**src/sv/mcbf_pkg.sv**
```systemverilog
// Shared types and constants for the mipmap chain box filter.
// No dependencies; used by mcbf_ctrl, mcbf_datapath and the top level.
`default_nettype none
package mcbf_pkg;

    localparam int MAX_DIM     = 2048;
    localparam int MAX_LEVELS  = 12;
    localparam int STORE_DEPTH = MAX_DIM + MAX_LEVELS;
    localparam int DIM_W       = 12;
    localparam int COORD_W     = 11;
    localparam int LEVEL_W     = 4;
    localparam int ADDR_W      = $clog2(STORE_DEPTH);

    localparam logic [1:0] CFG_SOURCE_WIDTH  = 2'd0;
    localparam logic [1:0] CFG_SOURCE_HEIGHT = 2'd1;
    localparam logic [1:0] CFG_SWAP_RED_BLUE = 2'd2;

    typedef struct packed {
        logic [7:0] in_red;
        logic [7:0] in_green;
        logic [7:0] in_blue;
        logic [7:0] in_alpha;
    } in_item_t;

    typedef struct packed {
        logic [LEVEL_W-1:0] mip_level;
        logic [COORD_W-1:0] pixel_column;
        logic [COORD_W-1:0] pixel_row;
        logic [7:0]         out_red;
        logic [7:0]         out_green;
        logic [7:0]         out_blue;
        logic [7:0]         out_alpha;
        logic               run_end;
        logic               chain_done;
    } out_item_t;

    typedef struct packed {
        logic load;
        logic calc;
        logic emit;
        logic idle;
    } cmd_t;

    typedef struct packed {
        logic out_free;
        logic more;
    } status_t;

    // Size of a level: source size shifted down, never below one.
    function automatic logic [DIM_W-1:0] level_dim(input logic [DIM_W-1:0] d,
                                                   input logic [LEVEL_W-1:0] l);
        logic [DIM_W-1:0] s;
        s = d >> l;
        return (s == '0) ? DIM_W'(1) : s;
    endfunction

endpackage
`default_nettype wire

```
**src/sv/mcbf_ctrl.sv**
```systemverilog
// Sequencer for the mipmap chain box filter: accept, compute, emit per level.
// Depends on mcbf_pkg.
`default_nettype none
module mcbf_ctrl (
    input  wire logic             clk,
    input  wire logic             rst_n,
    input  wire logic             in_valid,
    input  wire mcbf_pkg::status_t status,
    output mcbf_pkg::cmd_t        cmd
);

    typedef enum logic [1:0] {ST_IDLE, ST_CALC, ST_EMIT} state_t;

    state_t state_reg;
    state_t state_next;

    always_comb
    begin
        cmd        = '0;
        state_next = state_reg;
        unique case (state_reg)
            ST_IDLE:
            begin
                cmd.idle = 1'b1;
                if (in_valid)
                begin
                    cmd.load   = 1'b1;
                    state_next = ST_CALC;
                end
            end
            ST_CALC:
            begin
                cmd.calc   = 1'b1;
                state_next = ST_EMIT;
            end
            ST_EMIT:
            begin
                if (status.out_free)
                begin
                    cmd.emit   = 1'b1;
                    state_next = status.more ? ST_CALC : ST_IDLE;
                end
            end
            default: state_next = ST_IDLE;
        endcase
    end

    always_ff @(posedge clk or negedge rst_n)
    begin
        if (!rst_n)
            state_reg <= ST_IDLE;
        else
            state_reg <= state_next;
    end

`ifndef SYNTHESIS
    a_load_then_calc: assert property (@(posedge clk) disable iff (!rst_n)
        cmd.load |=> cmd.calc) else $error("calc did not follow load");
    a_calc_then_emit_wait: assert property (@(posedge clk) disable iff (!rst_n)
        cmd.calc |=> !cmd.calc && !cmd.idle) else $error("calc not followed by emit");
    a_one_cmd: assert property (@(posedge clk) disable iff (!rst_n)
        $onehot0({cmd.load, cmd.calc, cmd.emit})) else $error("overlapping commands");
`endif

endmodule
`default_nettype wire

```
**config.mk**
```make
export PLATFORM = sky130hd
export DESIGN_NAME = mcbf_ctrl
export DESIGN_NICKNAME = d
export VERILOG_FILES = /design/src/sv/mcbf_pkg.sv /design/src/sv/mcbf_ctrl.sv
export SDC_FILE = /design/constraint.sdc
export NUM_CORES = 1
export LEC_CHECK = 0
export ABC_AREA = 0
export BUFFER_PORTS_ARGS = -buffer_cell sky130_fd_sc_hd__buf_2
export CORE_AREA = 5 5 42 44
export CTS_CLUSTER_DIAMETER = 100
export DETAILED_ROUTE_END_ITERATION = 8
export DIE_AREA = 0 0 47 49
export PLACE_DENSITY = 0.3
export SLEW_MARGIN = 20
export SYNTH_ARGS = -nofsm -noshare
export SYNTH_HDL_FRONTEND = slang
export SYNTH_SLANG_ARGS = --single-unit
```
**constraint.sdc**
```tcl
create_clock -name clk -period 1.8 [get_ports clk]
set_clock_uncertainty 0.1 [all_clocks]
set_input_delay 0.18 -clock clk [delete_from_list [all_inputs] [get_ports clk]]
set_output_delay 0.18 -clock clk [all_outputs]
set_load 0.01 [all_outputs]
```
# After elaboration in Yosys (flattened, before gate mapping)
# Cells that the tools add are included.
# totals
mem_bits_rw	0
latchBits	0
input_bits	5
mem_bits_ro	0
out_inout_bits	4
reg_bits	2
mem_count	0
wordCells	17
# op_classes
order_cmp	0
n_shift	0
div	0
n_mul	0
n_mux	10
bitwise_logic	0
n_reduce_logical	2
add_sub_neg	0
n_eq_ne	4
# ops
cell	n
$mux 1	7
$pmux 2 s3	1
$mux 2	2
$ne 2x2->1 const B	2
$eq 2x1->1 const B	1
$eq 2x2->1 const B	1
$logic_not 2->1	1
$reduce_and 2->1	1

# Logic depth before layout (Yosys ltp)
# depth
depth_word	3
depth_mapped	3
mapped_depth_nobuf	2

# Worst setup path after synthesis
# OpenSTA, ideal clock, no wires.
# synth_timing
kind	register to register
start	register state_reg[1]
end	register state_reg[0]
period_less_slack_ps	1105
setup_ps	66
slack_ps	695
arrival_time_ps	940
path_buffers	0
path_stages_with_launch	3
t_required_ps	1634
cell_sequence	dfrtp_1 > nor3b_1 > a41o_2
# synth_between
elab_chain_cells	3
elab_cells_between_ends	7
cone_classes	4 x eq/ne; 1 x mux; 2 x reduce/logical
# synth_rtl
item	line_no	source
start, declared	mcbf_ctrl.sv:14	state_t state_reg;
start signal, assigned	mcbf_ctrl.sv:53	state_reg <= state_next;
$eq 2x2->1 or $logic_not 2->1 (tied branches)	mcbf_ctrl.sv:21	unique case (state_reg)
$ne 2x2->1 (no source line)	n/a	
$reduce_and 2->1 (no source line)	n/a	
# Parallel ways exist; a longest one is shown, timed or not.
# A chain may end at the register's enable or synchronous reset.

==> results.yml <==
layout:
  n_antenna_cell: 0
  num-nets-final: 29
  fillers: 165
  largest_register_ffs: 2
  drive_above_1_share_pct: 59.1
  multi_input_area_um2: 47.5
  area_delta_synth_final_pct: 78.2
  fin_area_um2: 194
  ff_latch_area_um2: 50.0
synth:
  synth_cell_types: 9
  yosysSeqAreaShare_pct: 46.0
  synth-compound-area-share_pct: 14.9
  synth_fp_nets: 16
  ys_warn_count: 0
  synth-seq-cells: 2
  synthCells: 11
  synthesis.area_um2: 109
  ys_top_cells_by_area: "dfrtp_1, a41o_2, or3b_1"
  synth_mux_area_share_pct: 0
  synth_top_area_cell: "dfrtp_1"
  synth_fa_ha_area_share_pct: 0
  synth_top_family_by_area: "simple AND/OR/NAND/NOR gates"
  yosys.area_share.simple_pct: 28.7
  synth_xor_area_share_pct: 0
  synth.avg_cell_area_um2: 9.90
  synth_top_area_share_pct: 46.0
power:
  switching_power_uw: 99.5
  swShare_pct: 34.4
  total_leakage_power_uw: 0.000102
  intPower_uw: 190
  peakVddDrop_mv: 0.268
  totalPowerFinal_uw: 289
  pwr_density_cell_nw_per_um2: 1490
  clockPowerShare_pct: 33.6
  p_comb_share_pct: 37.3
  power_frac_seq_pct: 29.1
outcome:
  outcome: "complete, no violations"
critical_path:
  critPathBufInv: 1
  endpoint_kind: "primary output"
  crit_slowest_cell: "dfrtp_1"
  critPathMaxStageDelay_ns: 0.41
  crit_fanout: 7
  worstSetupStartpointType: "flip-flop"
  critPathKind: "reg -> out"
  cpLargestDelayFamily: "flip-flops"
  cp_data_required_time_ns: 1.52
  critPathArrivalTime_ns: 1.16
  cp_cell_sequence: "nor3b_1 > buf_2"
routing:
  wl_um: 325
  first_pass_iters: 4
  ant_nets: 0
  via_count: 118
  via_per_inst: 3.11
  wl_per_cell_um: 8.55
  drtIter0Drc: 1
  drcViolationCount: 0
job:
  drv_cap: 0
timing:
  grt_setup_unrepaired: "no"
  finalSetupTns_ns: 0
  slew_violations: 0
  setup_viol: 0
  hold_viol_final: 0
  fin_crit_sh_pct: 79.8
  tightest_slew_ns: 0.329
  fin_ws_ns: 0.363
  slew_headroom_pct: 78.0
  fmax_ghz: 0.696
  fin_crit_ns: 1.44
cts:
  path_clk_slew_ns: 0.03
  cts_root_buf: "clkbuf_4"
  cts_tree: "yes"
  clkLatencyLatePin_ns: 0.22
  clock_path_buffers: 2
  numCtsBuffers: 3
  htree_levels: 1
  clock-sinks: 2
min_path:
  hold_class: "in -> reg"
die:
  rows: 14
  die_h_um: 49
  io_pins: 9
  die_w_um: 47
  core_region_area_um2: 1400
  initial_utilization_pct: 7.77
  dieArea_um2: 2300
grt:
  grt_use_total_pct: 3.59
  grt_overflow_total: 0
  antenna_found_initial: 0
  grt_max_degree: 8
  grt_pass1_wl_um: 503
  grt_pass1_vias: 126
placement:
  dp_slack_ns: 0.597
  place_area_um2: 161
  port-buffer-count: 8
  gp_congestion: 0.717
  dp.final_hpwl_um: 266
-- power groups by stage --
stage | logic [µW] | registers, µW | clock network [µW]
3_3_place_gp | 106 | 83.9 | 0
4_1_cts | 110 | 84.7 | 105
5_1_grt | 122 | 91.3 | 107
2_1_floorplan | 75.2 | 81.2 | 0
3_5_place_dp | 108 | 85.0 | 0
6_report | 108 | 84.2 | 97.1
-- path summary, 6_finish.rpt --
path / startpoint / endpoint / slack (ns) / depth (start not counted)
min in group asynchronous: rst_n / state_reg[1]$_DFFE_PN0P_ / 0.18 / 2
min: status[0] / state_reg[0]$_DFFE_PN0P_ / 0.16 / 2
max: state_reg[1]$_DFFE_PN0P_ / cmd[3] / 0.36 / 2
max in group asynchronous: rst_n / state_reg[0]$_DFFE_PN0P_ / 1.32 / 2
max reg2reg: state_reg[1]$_DFFE_PN0P_ / state_reg[0]$_DFFE_PN0P_ / 0.75 / 2
min reg2reg: state_reg[1]$_DFFE_PN0P_ / state_reg[1]$_DFFE_PN0P_ / 0.45 / 1
-- stage by stage --
stage                     std cells  util, %  hold WS [ns]
after floorplan                  11        -        -0.216
after global placement           34     11.5        -0.132
after detailed placement         34     11.5        -0.131
after CTS                        38     13.8         0.146
after global routing             38     13.8         0.168
final                            38     13.8         0.157
-- Yosys cell counts --
cell type / n
buf_4: 1
nor2_1: 2
a41o_2: 1
o21ai_0: 1
or3b_1: 1
inv_1: 1
and3_2: 1
nor3b_1: 1
dfrtp_1: 2
-- cell type report --
| class | count | area share [%] |
|---|---|---|
| tap | 16 | 10.3 |
| sequential | 2 | 25.8 |
| timing repair buffer | 9 | 25.8 |
| multi-input combinational | 7 | 24.5 |
| inverter | 1 | 1.94 |
| clock buffer | 3 | 11.6 |
-- routing by layer --
metal	up-vias	routed length (µm)	GRT usage, %
met5	-	0	0
met4	0	0	4.15
met3	0	86	4.80
met2	9	86	2.71
met1	47	153	3.74
li1	62	-	-
-- repair_timing --
item,CTS,global route
resized for setup,0,0
hold buffers,1,0
setup buffers,0,0
hold endpoints to repair,2,0
-- cells in the final DEF (no fill, tap or decap) --
master,synthesis,final
clkbuf_4,0,3
a41o_2,1,1
dfrtp_1,2,2
and3_2,1,1
buf_2,0,8
nor3b_1,1,1
dlygate4sd3_1,0,1
or3b_1,1,1
o21ai_0,1,1
inv_1,1,1
nor2_1,2,2
-- kinds of logic after synthesis --
group                  after synthesis
buffers and inverters                2
flip-flops                           2
AO/OA/AOI/OAI                        2
AND/OR/NAND/NOR                      5
Note: power is estimated with default switching activity, not from simulation.
